--- src/rtl/spngd_pkg.sv ---
`default_nettype none
// ----------------------------------------------------------------------------
// spngd_pkg
// Shared types and constants of the sensor packet nibble group decoder.
// ----------------------------------------------------------------------------
package spngd_pkg;

    localparam int unsigned SLOT_W     = 6;              // tag:nibble of one byte
    localparam int unsigned WINDOW_W   = 3 * SLOT_W;     // three pending bytes
    localparam int unsigned DIST_W     = 14;
    localparam int unsigned LIMIT_W    = 14;
    localparam int unsigned GROUP_W    = 16;             // four nibbles
    localparam int unsigned SCALE_W    = 12;
    localparam int unsigned PRODUCT_W  = GROUP_W + SCALE_W;
    localparam int unsigned FULL_SCALE_SHIFT = 14;       // divide by 0x4000

    localparam logic [DIST_W-1:0]  BASE_MM = 14'd2500;
    localparam logic [SCALE_W-1:0] SPAN_MM = 12'd2500;

    localparam int unsigned CFG_INDEX_W = 4;
    localparam logic [CFG_INDEX_W-1:0] CFG_LOW_LIMIT  = 4'd0;
    localparam logic [CFG_INDEX_W-1:0] CFG_HIGH_LIMIT = 4'd1;

    // per-port scan state, window oldest byte in bits 5:0
    typedef struct packed {
        logic [WINDOW_W-1:0] window_bytes;
        logic [1:0]          window_fill;
        logic [DIST_W-1:0]   held_distance;
        logic                found_flag;
    } win_state_t;

endpackage
`default_nettype wire

--- src/rtl/sensor_packet_nibble_group_decoder.sv ---
`default_nettype none
// ----------------------------------------------------------------------------
// sensor_packet_nibble_group_decoder
// Per-port packet scanner: finds four-byte groups with matching tags,
// scales them to a distance and reports one word per finished packet.
// ----------------------------------------------------------------------------
// result path: a packet's closing byte passes the input register, then the
//   result register, before its result word shows on m_tvalid
// throughput: one input word per cycle, any port mix; the input stalls only
//   while a result word waits on m_tready
// reset: aresetn synchronous, active low; clears all port state, empties
//   both pipeline registers and loads low/high limits with 2500/5000
module sensor_packet_nibble_group_decoder
    import spngd_pkg::*;
#(
    parameter int unsigned NUM_SENSOR_PORTS = 8,
    parameter int unsigned PACKET_BYTES     = 16
) (
    input  wire logic                   aclk,
    input  wire logic                   aresetn,

    // configuration write channel
    input  wire logic                   cfg_valid,
    output logic                        cfg_ready,
    input  wire logic [CFG_INDEX_W-1:0] cfg_index,
    input  wire logic [LIMIT_W-1:0]     cfg_data,

    // input stream
    input  wire logic                   s_tvalid,
    output logic                        s_tready,
    input  wire logic [7:0]             s_tdata,   // [7:0] data_byte
    input  wire logic [2:0]             s_tuser,   // [2:0] port

    // result stream
    output logic                        m_tvalid,
    input  wire logic                   m_tready,
    output logic [15:0]                 m_tdata,   // [13:0] distance,
                                                   // [14] out_of_range,
                                                   // [15] group_found
    output logic [2:0]                  m_tuser    // [2:0] result_port
);

    localparam int unsigned PIDX_W = (NUM_SENSOR_PORTS > 1) ? $clog2(NUM_SENSOR_PORTS) : 1;
    localparam int unsigned CNT_W  = $clog2(PACKET_BYTES);
    localparam logic [CNT_W-1:0] LAST_COUNT = CNT_W'(PACKET_BYTES - 1);

    // ---- configuration registers, always ready
    logic [LIMIT_W-1:0] low_limit_reg;
    logic [LIMIT_W-1:0] high_limit_reg;

    assign cfg_ready = 1'b1;

    always_ff @(posedge aclk) begin
        if (!aresetn) begin
            low_limit_reg  <= LIMIT_W'(2500);
            high_limit_reg <= LIMIT_W'(5000);
        end else if (cfg_valid) begin
            if (cfg_index == CFG_LOW_LIMIT) begin
                low_limit_reg <= cfg_data;
            end
            if (cfg_index == CFG_HIGH_LIMIT) begin
                high_limit_reg <= cfg_data;
            end
        end
    end

    // ---- input register
    logic       in_valid_reg;
    logic [2:0] in_port_reg;
    logic [7:0] in_byte_reg;
    logic       advance;

    logic       out_valid_reg;
    logic [2:0] out_port_reg;
    logic [DIST_W-1:0] out_dist_reg;
    logic       out_oor_reg;
    logic       out_found_reg;

    // scan stage moves when the result register is free or being drained
    assign advance  = in_valid_reg && (!out_valid_reg || m_tready);
    assign s_tready = !in_valid_reg || advance;

    always_ff @(posedge aclk) begin
        if (!aresetn) begin
            in_valid_reg <= 1'b0;
        end else if (s_tready) begin
            in_valid_reg <= s_tvalid;
        end
    end

    always_ff @(posedge aclk) begin
        if (s_tready && s_tvalid) begin
            in_port_reg <= s_tuser;
            in_byte_reg <= s_tdata;
        end
    end

    // ---- per-port state, read at the port in the scan stage
    logic [CNT_W-1:0] byte_count_reg [NUM_SENSOR_PORTS];
    win_state_t       win_state_reg  [NUM_SENSOR_PORTS];

    logic [PIDX_W-1:0] pidx;
    logic              port_ok;
    logic              last_byte;
    win_state_t        cur_state;
    win_state_t        state_next;
    logic [CNT_W-1:0]  count_next;

    // ports without a channel are dropped without a trace
    assign port_ok   = {29'd0, in_port_reg} < NUM_SENSOR_PORTS;
    assign pidx      = PIDX_W'(in_port_reg);
    assign cur_state = win_state_reg[pidx];
    assign last_byte = (byte_count_reg[pidx] == LAST_COUNT);
    assign count_next = last_byte ? '0 : byte_count_reg[pidx] + CNT_W'(1);

    spngd_group_unit u_group (
        .cur_slot  (in_byte_reg[SLOT_W-1:0]),
        .state_in  (cur_state),
        .state_out (state_next)
    );

    always_ff @(posedge aclk) begin
        if (!aresetn) begin
            for (int i = 0; i < NUM_SENSOR_PORTS; i++) begin
                byte_count_reg[i] <= '0;
                win_state_reg[i]  <= '0;
            end
        end else if (advance && port_ok) begin
            byte_count_reg[pidx] <= count_next;
            // packet end drops pending bytes and the held group
            win_state_reg[pidx]  <= last_byte ? '0 : state_next;
        end
    end

    // ---- result register
    logic emit;
    logic oor_next;

    assign emit     = advance && port_ok && last_byte;
    assign oor_next = (state_next.held_distance > high_limit_reg) ||
                      (state_next.held_distance < low_limit_reg);

    always_ff @(posedge aclk) begin
        if (!aresetn) begin
            out_valid_reg <= 1'b0;
        end else if (emit) begin
            out_valid_reg <= 1'b1;
        end else if (m_tready) begin
            out_valid_reg <= 1'b0;
        end
    end

    always_ff @(posedge aclk) begin
        if (emit) begin
            out_port_reg  <= in_port_reg;
            out_dist_reg  <= state_next.held_distance;
            out_oor_reg   <= oor_next;
            out_found_reg <= state_next.found_flag;
        end
    end

    assign m_tvalid = out_valid_reg;
    assign m_tdata  = {out_found_reg, out_oor_reg, out_dist_reg};
    assign m_tuser  = out_port_reg;

endmodule
`default_nettype wire

--- src/rtl/spngd_group_unit.sv ---
`default_nettype none
// ----------------------------------------------------------------------------
// spngd_group_unit
// One scan step: pushes a byte into a port's window, decodes a full group.
// ----------------------------------------------------------------------------
module spngd_group_unit
    import spngd_pkg::*;
(
    input  wire logic [SLOT_W-1:0] cur_slot,
    input  wire win_state_t        state_in,
    output win_state_t             state_out
);

    logic [1:0]           tag;
    logic [WINDOW_W-1:0]  w;
    logic                 hit;
    logic [GROUP_W-1:0]   group_val;
    logic [PRODUCT_W-1:0] product;
    logic [DIST_W-1:0]    scaled;

    assign tag = cur_slot[5:4];
    assign w   = state_in.window_bytes;

    assign hit = (state_in.window_fill == 2'd3) &&
                 (w[5:4] == tag) && (w[11:10] == tag) && (w[17:16] == tag);

    // first byte in the least significant nibble
    assign group_val = {cur_slot[3:0], w[15:12], w[9:6], w[3:0]};
    assign product   = PRODUCT_W'(group_val) * PRODUCT_W'(SPAN_MM);
    assign scaled    = BASE_MM + DIST_W'(product >> FULL_SCALE_SHIFT);

    always_comb begin
        state_out = state_in;
        if (hit) begin
            state_out.held_distance = scaled;
            state_out.found_flag    = 1'b1;
            state_out.window_bytes  = '0;
            state_out.window_fill   = 2'd0;
        end else begin
            unique case (state_in.window_fill)
                2'd0: state_out.window_bytes = {w[17:6], cur_slot};
                2'd1: state_out.window_bytes = {w[17:12], cur_slot, w[5:0]};
                2'd2: state_out.window_bytes = {cur_slot, w[11:0]};
                default: state_out.window_bytes = {cur_slot, w[17:6]};
            endcase
            if (state_in.window_fill != 2'd3) begin
                state_out.window_fill = state_in.window_fill + 2'd1;
            end
        end
    end

endmodule
`default_nettype wire
--- config.mk ---
export PLATFORM = sky130hd
export DESIGN_NAME = sensor_packet_nibble_group_decoder
export DESIGN_NICKNAME = d
export VERILOG_FILES = /design/src/rtl/spngd_pkg.sv /design/src/rtl/sensor_packet_nibble_group_decoder.sv /design/src/rtl/spngd_group_unit.sv
export SDC_FILE = /design/constraint.sdc
export NUM_CORES = 1
export LEC_CHECK = 0
export BUFFER_PORTS_ARGS = -buffer_cell sky130_fd_sc_hd__clkbuf_2
export CAP_MARGIN = 15
export CORE_MARGIN = 10
export CORE_UTILIZATION = 60
export DETAILED_ROUTE_END_ITERATION = 10
export PLACE_DENSITY = 0.73
export REMOVE_ABC_BUFFERS = 1
export SLEW_MARGIN = 10
export SYNTH_ARGS = -nofsm -noshare
export SYNTH_HDL_FRONTEND = slang
export SYNTH_SLANG_ARGS = --single-unit
--- constraint.sdc ---
create_clock -name aclk -period 10.1 [get_ports aclk]
set_input_delay 2.02 -clock aclk [delete_from_list [all_inputs] [get_ports aclk]]
set_output_delay 2.02 -clock aclk [all_outputs]
set_load 0.01 [all_outputs]
Word-level counts from Yosys, hierarchy flattened

Memories as Yosys holds them, arrays and structs flattened. A register that Yosys moved wholly into a read port is not among the register bits.
Index checks and enable logic that the tools add are counted.

RAM bits: 312
Memories kept: 2
Output and inout port bits: 22
Input bits: 34
Flip-flop bits (word level): 58

Memories:

| name           | words | width | rd ports | clocked after memory_dff | wr ports | line                                      | text |
|---|---|---|---|---|---|---|---|
| win_state_reg  | 8     | 35    | 1        | 1                        | 8        | sensor_packet_nibble_group_decoder.sv:100 | `win_state_t win_state_reg [NUM_SENSOR_PORTS];` |
| byte_count_reg | 8     | 4     | 1        | 1                        | 8        | sensor_packet_nibble_group_decoder.sv:99  | `logic [CNT_W-1:0] byte_count_reg [NUM_SENSOR_PORTS];` |

$mul: 1
Magnitude comparators: 2
$add $sub $neg: 3
Equal/unequal tests: 9
Reductions and logical operators: 18
Muxes and demuxes: 20

Operators by type and width:

| kind                     | count |
|---|---|
| $mux W35                 | 2 |
| $pmux W18 S3             | 1 |
| $reduce_or A35 Y1        | 1 |
| $mul A16 B10 Y26 const B | 1 |
| $mux W20                 | 1 |
| $mux W15                 | 1 |
| $add A12 B14 Y14 const A | 1 |
| $gt A14 B14 Y1           | 1 |
| $lt A14 B14 Y1           | 1 |
| $mux W3                  | 4 |
| $mux W1                  | 8 |
| $mux W4                  | 2 |
| $eq A2 B2 Y1             | 3 |
| $logic_and A1 B1 Y1      | 6 |
| $add A4 B1 Y4 const B    | 1 |
| $eq A2 B2 Y1 const B     | 2 |
| $eq A4 B1 Y1 const B     | 1 |
| $eq A4 B4 Y1 const B     | 1 |
| $logic_not A4 Y1         | 1 |
| $reduce_and A2 Y1        | 2 |
| $reduce_or A4 Y1         | 1 |
| $logic_or A1 B1 Y1       | 3 |
| $add A2 B1 Y2 const B    | 1 |
| $eq A2 B1 Y1 const B     | 1 |
| 5 further kinds          | 6 |

Logic depth before layout (Yosys ltp)

Word-level depth: 8
Depth in mapped cells: 41
Gate-level depth less buffers: 36

Hierarchy

A second synthesis with hierarchy kept.

Cells, all modules: 1,535
Area, all modules: 20,115.5 sq um

By module, submodules not included:

| module                             | cells an instance | instances | area an instance (sq um) | seq. area each (sq um) |
|---|---|---|---|---|
| sensor_packet_nibble_group_decoder | 1,106             | 1         | 16,744.8                 | 10,870.4 |
| spngd_group_unit                   | 429               | 1         | 3,370.7                  | 0.0 |

Worst setup path before layout

OpenSTA, ideal clock, no wires.

Path kind: register -> register
From: register (tool-made name)
To: register out_oor_reg (data pin)
Data required time: 9.942 ns
Stages on the path, launching flop included: 36
Setup time: 0.158 ns
Slack: 1.772 ns
Buffers on the path: 4
Data arrival time: 8.170 ns
Cells stage by stage: dfxtp_1 -> buf_6 -> buf_4 -> buf_4 -> buf_2 -> mux4_2 -> mux2i_1 -> inv_1 -> fa_1 -> ha_1 -> fa_1 -> ha_1 -> inv_1 -> fa_1 -> inv_1 -> ha_1 -> a21oi_1 -> o21bai_1 -> a21o_1 -> a2111oi_0 -> o211ai_1 -> a21oi_1 -> o21ai_1 -> xor2_1 -> o21ai_1 -> inv_1 -> ha_1 -> a21o_1 -> a21o_1 -> a21oi_1 -> nor2b_1 -> o21ai_0 -> nand2b_1 -> a21oi_1 -> nand2_1 -> o211ai_1

RTL lines:

| item                   | line                                      | text |
|---|---|---|
| end signal: assignment | sensor_packet_nibble_group_decoder.sv:157 | `out_oor_reg <= oor_next;` |
| end: declaration       | sensor_packet_nibble_group_decoder.sv:76  | `logic out_oor_reg;` |

==> implementation parameters <==
Parameter                              Value

Timing
  Skew final ... 0.02670 ns
  Headroom to the max-slew limit ... 24.67%
  # setup viols final ... 0
  Final-report hold violation count ... 0
  Top achievable clock speed ... about 110 MHz
  Final-layout worst hold slack ... ~0.46 ns
  Final critical-path share of the clock period ... a little under 90%
  Clock period minus final worst setup slack ... approximately 9 ns
  Pins over their slew limit ... 0
  Setup repair after global routing missed its margin ... no
  Tightest Pin Transition ... between 1 and 1.5 ns

Layout
  Most frequent standard cell in the layout excluding fill and tap cells ... sky130_fd_sc_hd__nor2_1
  Fraction of final layout cells sized beyond drive strength 1 ... between 10% and 20%
  Final layout net count ... 1790
  Most frequent cells in the layout ... 348 x sky130_fd_sc_hd__nor2_1, 340 x sky130_fd_sc_hd__edfxtp_1, 126 x sky130_fd_sc_hd__inv_1
  Antenna diodes ... 0
  Max reg flops ... 280
  Area of all placed cells without fillers ... 0.02162 mm²
  Area growth from synthesis to layout ... 9.856%
  Finished Core Util ... between 60% and 70%

Global route
  Remaining global-route overflow ... 0
  Via count of the first global-routing pass ... 12.84k
  All-Layer GR Usage ... between 20% and 30%
  Maximum number of pins on one net before global-route repair ... 50
  Global-route wire length before repair ... just over 70000 µm
  Number of antenna violations at the first check in global routing ... 0

Clock network
  Maximum level of the CTS H-tree ... 2
  Post-cts repair resize count ... 0
  Clock root cell ... sky130_fd_sc_hd__clkbuf_16
  Latest clock arrival within the worst-skew pair ... 0.54 ns
  Clock tree from TritonCTS ... done
  Buffers inserted by post-CTS timing repair ... 0
  TritonCTS sink count ... 373
  Number of CTS-inserted buffers ... 39
  Buffer levels on the longest clock path ... 3
  Total of hold buffers inserted after clock tree synthesis ... 0
  Clock-pin transition on the worst setup and hold timing paths ... 0.07 ns

Logic synthesis
  Number of distinct library cell variants in the gate-level netlist after synthesis ... between 70 and 80
  Main combinational cell family by area after synthesis ... multiplexers
  Most common flop cell mapped by yosys ... sky130_fd_sc_hd__edfxtp_1
  Post-synthesis mux area share ... between 10% and 20%
  Count of state elements after synthesis ... around 370
  Synth warn ... 0
  Share of the yosys chip area belonging to registers ... a little under three fifths
  Xor/xnor share of the synthesized area ... under 10%
  Synth Cell Area ... slightly below 0.02 mm²
  Number of synthesized flops with an enable pin ... 340
  Synth Area in Simple Gates ... between 10% and 20%
  Adder-cell share of the synthesized area ... around a tenth
  Synthesized netlist cell count ... between 1.5k and 2k
  Share of synthesized flip-flops with an asynchronous set or reset ... 0%
  Average footprint of a synthesized cell ... 12.40 µm²
  Synth Area in Compound Gates ... 6.333%

Power
  Pleak ... between 8 and 9 nW
  Logic gate share of total power ... a little over two fifths
  Switching share of total power ... 38.10%
  Power dissipated by switching net loads ... ~2.2 mW
  Clk pwr share ... between 20% and 30%
  Worst-case vdd ir drop ... between 0.3 and 0.4 mV
  Internal Power ... between 3 and 4 mW
  Register share of total power ... 31.3%
  Total power per unit cell area ... approximately 260 mW/mm²

Critical path
  Cell with the most instances on the worst path ... sky130_fd_sc_hd__ha_1
  Maximum fanout encountered on the critical timing path ... 37
  Type of the setup path with the least slack ... reg -> reg
  Critical path startpoint category ... register
  Capturing element type of the critical path ... register
  Worst Path Required ... ~10 ns
  Crit path DAT ... around 9 ns
  Slowest cell delay on critical path ... between 0.7 and 0.8 ns
  Highest-delay cell along the critical path ... sky130_fd_sc_hd__dfxtp_4

Routing
  Pre-Repair DR Iteration Count ... 6
  DRC marker count from the first detailed-route iteration ... around 1.1k
  WL per Instance ... between 20 and 25 µm
  Sum of routed wire length over all layers ... roughly 46000 µm
  Vias ... around 13k
  DRC violation count after routing ... 0
  Number of antenna-violating nets in the routed design ... 0
  Drt via density ... 6.034

Die
  Chip height ... between 200 and 250 µm
  Initial Utilization ... between 60% and 70%
  Core Footprint ... 0.03245 mm²
  Number of primary I/O pins ... between 50 and 60
  Width of the chip ... 201.1 µm
  Std-Cell Rows ... 66
  Area enclosed by the die boundary ... about 0.040 mm²

Job
  # Max-Cap Violations ... 0

Status
  Status ... finished, final reports clean

Placement
  Final RePlAce weighted congestion ... about 0.87
  Post-DP HPWL ... approximately 28000 µm
  Port bufs ... 52
  Placed Instance Area ... 0.02036 mm²

Min path
  Class of the worst hold path ... reg -> reg
## power groups by stage
stage | combinational [mW] | clock [mW] | sequential [mW]
5_1_grt | 2.72 | 1.51 | 1.78
6_report | 2.46 | 1.43 | 1.77
3_5_place_dp | 2.39 | 0 | 1.81
4_1_cts | 2.41 | 1.44 | 1.78
2_1_floorplan | 1.77 | 0 | 1.81
3_3_place_gp | 2.35 | 0 | 1.80
## final cells by class
cell class	instances	area, µm²
Clock buffer	53	1081
Multi-Input combinational cell	999	7949
Tap cell	442	553.0
Sequential cell	373	10880
Inverter	129	484.2
Timing Repair Buffer	83	493.0
Fill cell	2396	10840
Clock inverter	15	176.4
## cells in the mapped netlist, drive strengths merged (3+ instances only)
library cell / number / area [µm²]
a2111oi: 3 / 26.28
a211oi: 9 / 67.56
a21boi: 20 / 150.1
a21o: 20 / 150.1
a21oi: 26 / 130.1
a22oi: 4 / 57.55
and2: 5 / 32.53
and4: 4 / 40.04
buf: 29 / 187.7
clkbuf: 57 / 221.5
dfxtp: 33 / 660.6
edfxtp: 340 / 10210
fa: 29 / 580.6
ha: 102 / 1276
inv: 129 / 484.2
mux2: 22 / 247.7
mux2i: 35 / 362.8
mux4: 76 / 1719
nand2: 116 / 435.4
nand2b: 13 / 81.33
nand3: 10 / 67.57
nand3b: 3 / 22.52
nand4: 11 / 68.82
nor2: 349 / 1310
nor2b: 7 / 43.79
nor3: 4 / 20.02
nor3b: 3 / 22.52
o2111ai: 3 / 26.28
o211ai: 22 / 165.2
o21a: 3 / 22.52
o21ai: 36 / 195.2
o21bai: 3 / 22.52
o31a: 4 / 35.03
o31ai: 4 / 43.79
xnor2: 11 / 103.9
xor2: 12 / 112.6
## logic make-up after synthesis
kind of cell | after synthesis
simple gates | 540
flops | 373
buf+inv | 215
compound gates | 171
mux | 133
fa+ha+maj | 131
xor+xnor | 23
other cells | 1
## per-stage QoR
stage | power [mW] | setup TNS, ns | setup slack [ns] | instances
after floorplan | 3.581 | -0.5234 | -0.5234 | 1501
after global placement | 4.156 | 0 | 1.343 | 2026
after detailed placement | 4.193 | 0 | 1.212 | 2026
after CTS | 5.626 | 0 | 1.206 | 2094
after global routing | 6.004 | 0 | 0.6469 | 2094
final | 5.662 | 0 | 1.178 | 2094
## critical path: cells and delay by family, from the launching register on
| kind | cells | cell delay (ns) |
|---|---|---|
| flops | 1 | 0.77 |
| mux | 2 | 0.97 |
| simple gates | 2 | 0.23 |
| buf+inv | 5 | 0.37 |
| compound gates | 13 | 2.93 |
| fa+ha+maj | 7 | 2.64 |
| xor+xnor | 3 | 0.77 |
## routing by layer
layer  GRT usage, %  wire length, µm
met4          6.438             1052
met5              0                0
met1          30.74            18510
met2          37.76            22520
met3          4.514             4278
## worst paths after layout
kind                                        from          endpoint  slack (ns)  cells past startpoint
worst max-delay path                    register       out_oor_reg        1.18                     32
worst min-delay path            low_limit_reg[5]  low_limit_reg[5]        0.46                      2
worst max register to register          register       out_oor_reg        1.18                     32
worst min register to register  low_limit_reg[5]  low_limit_reg[5]        0.46                      2
Note: power is estimated with default switching activity, not from simulation.
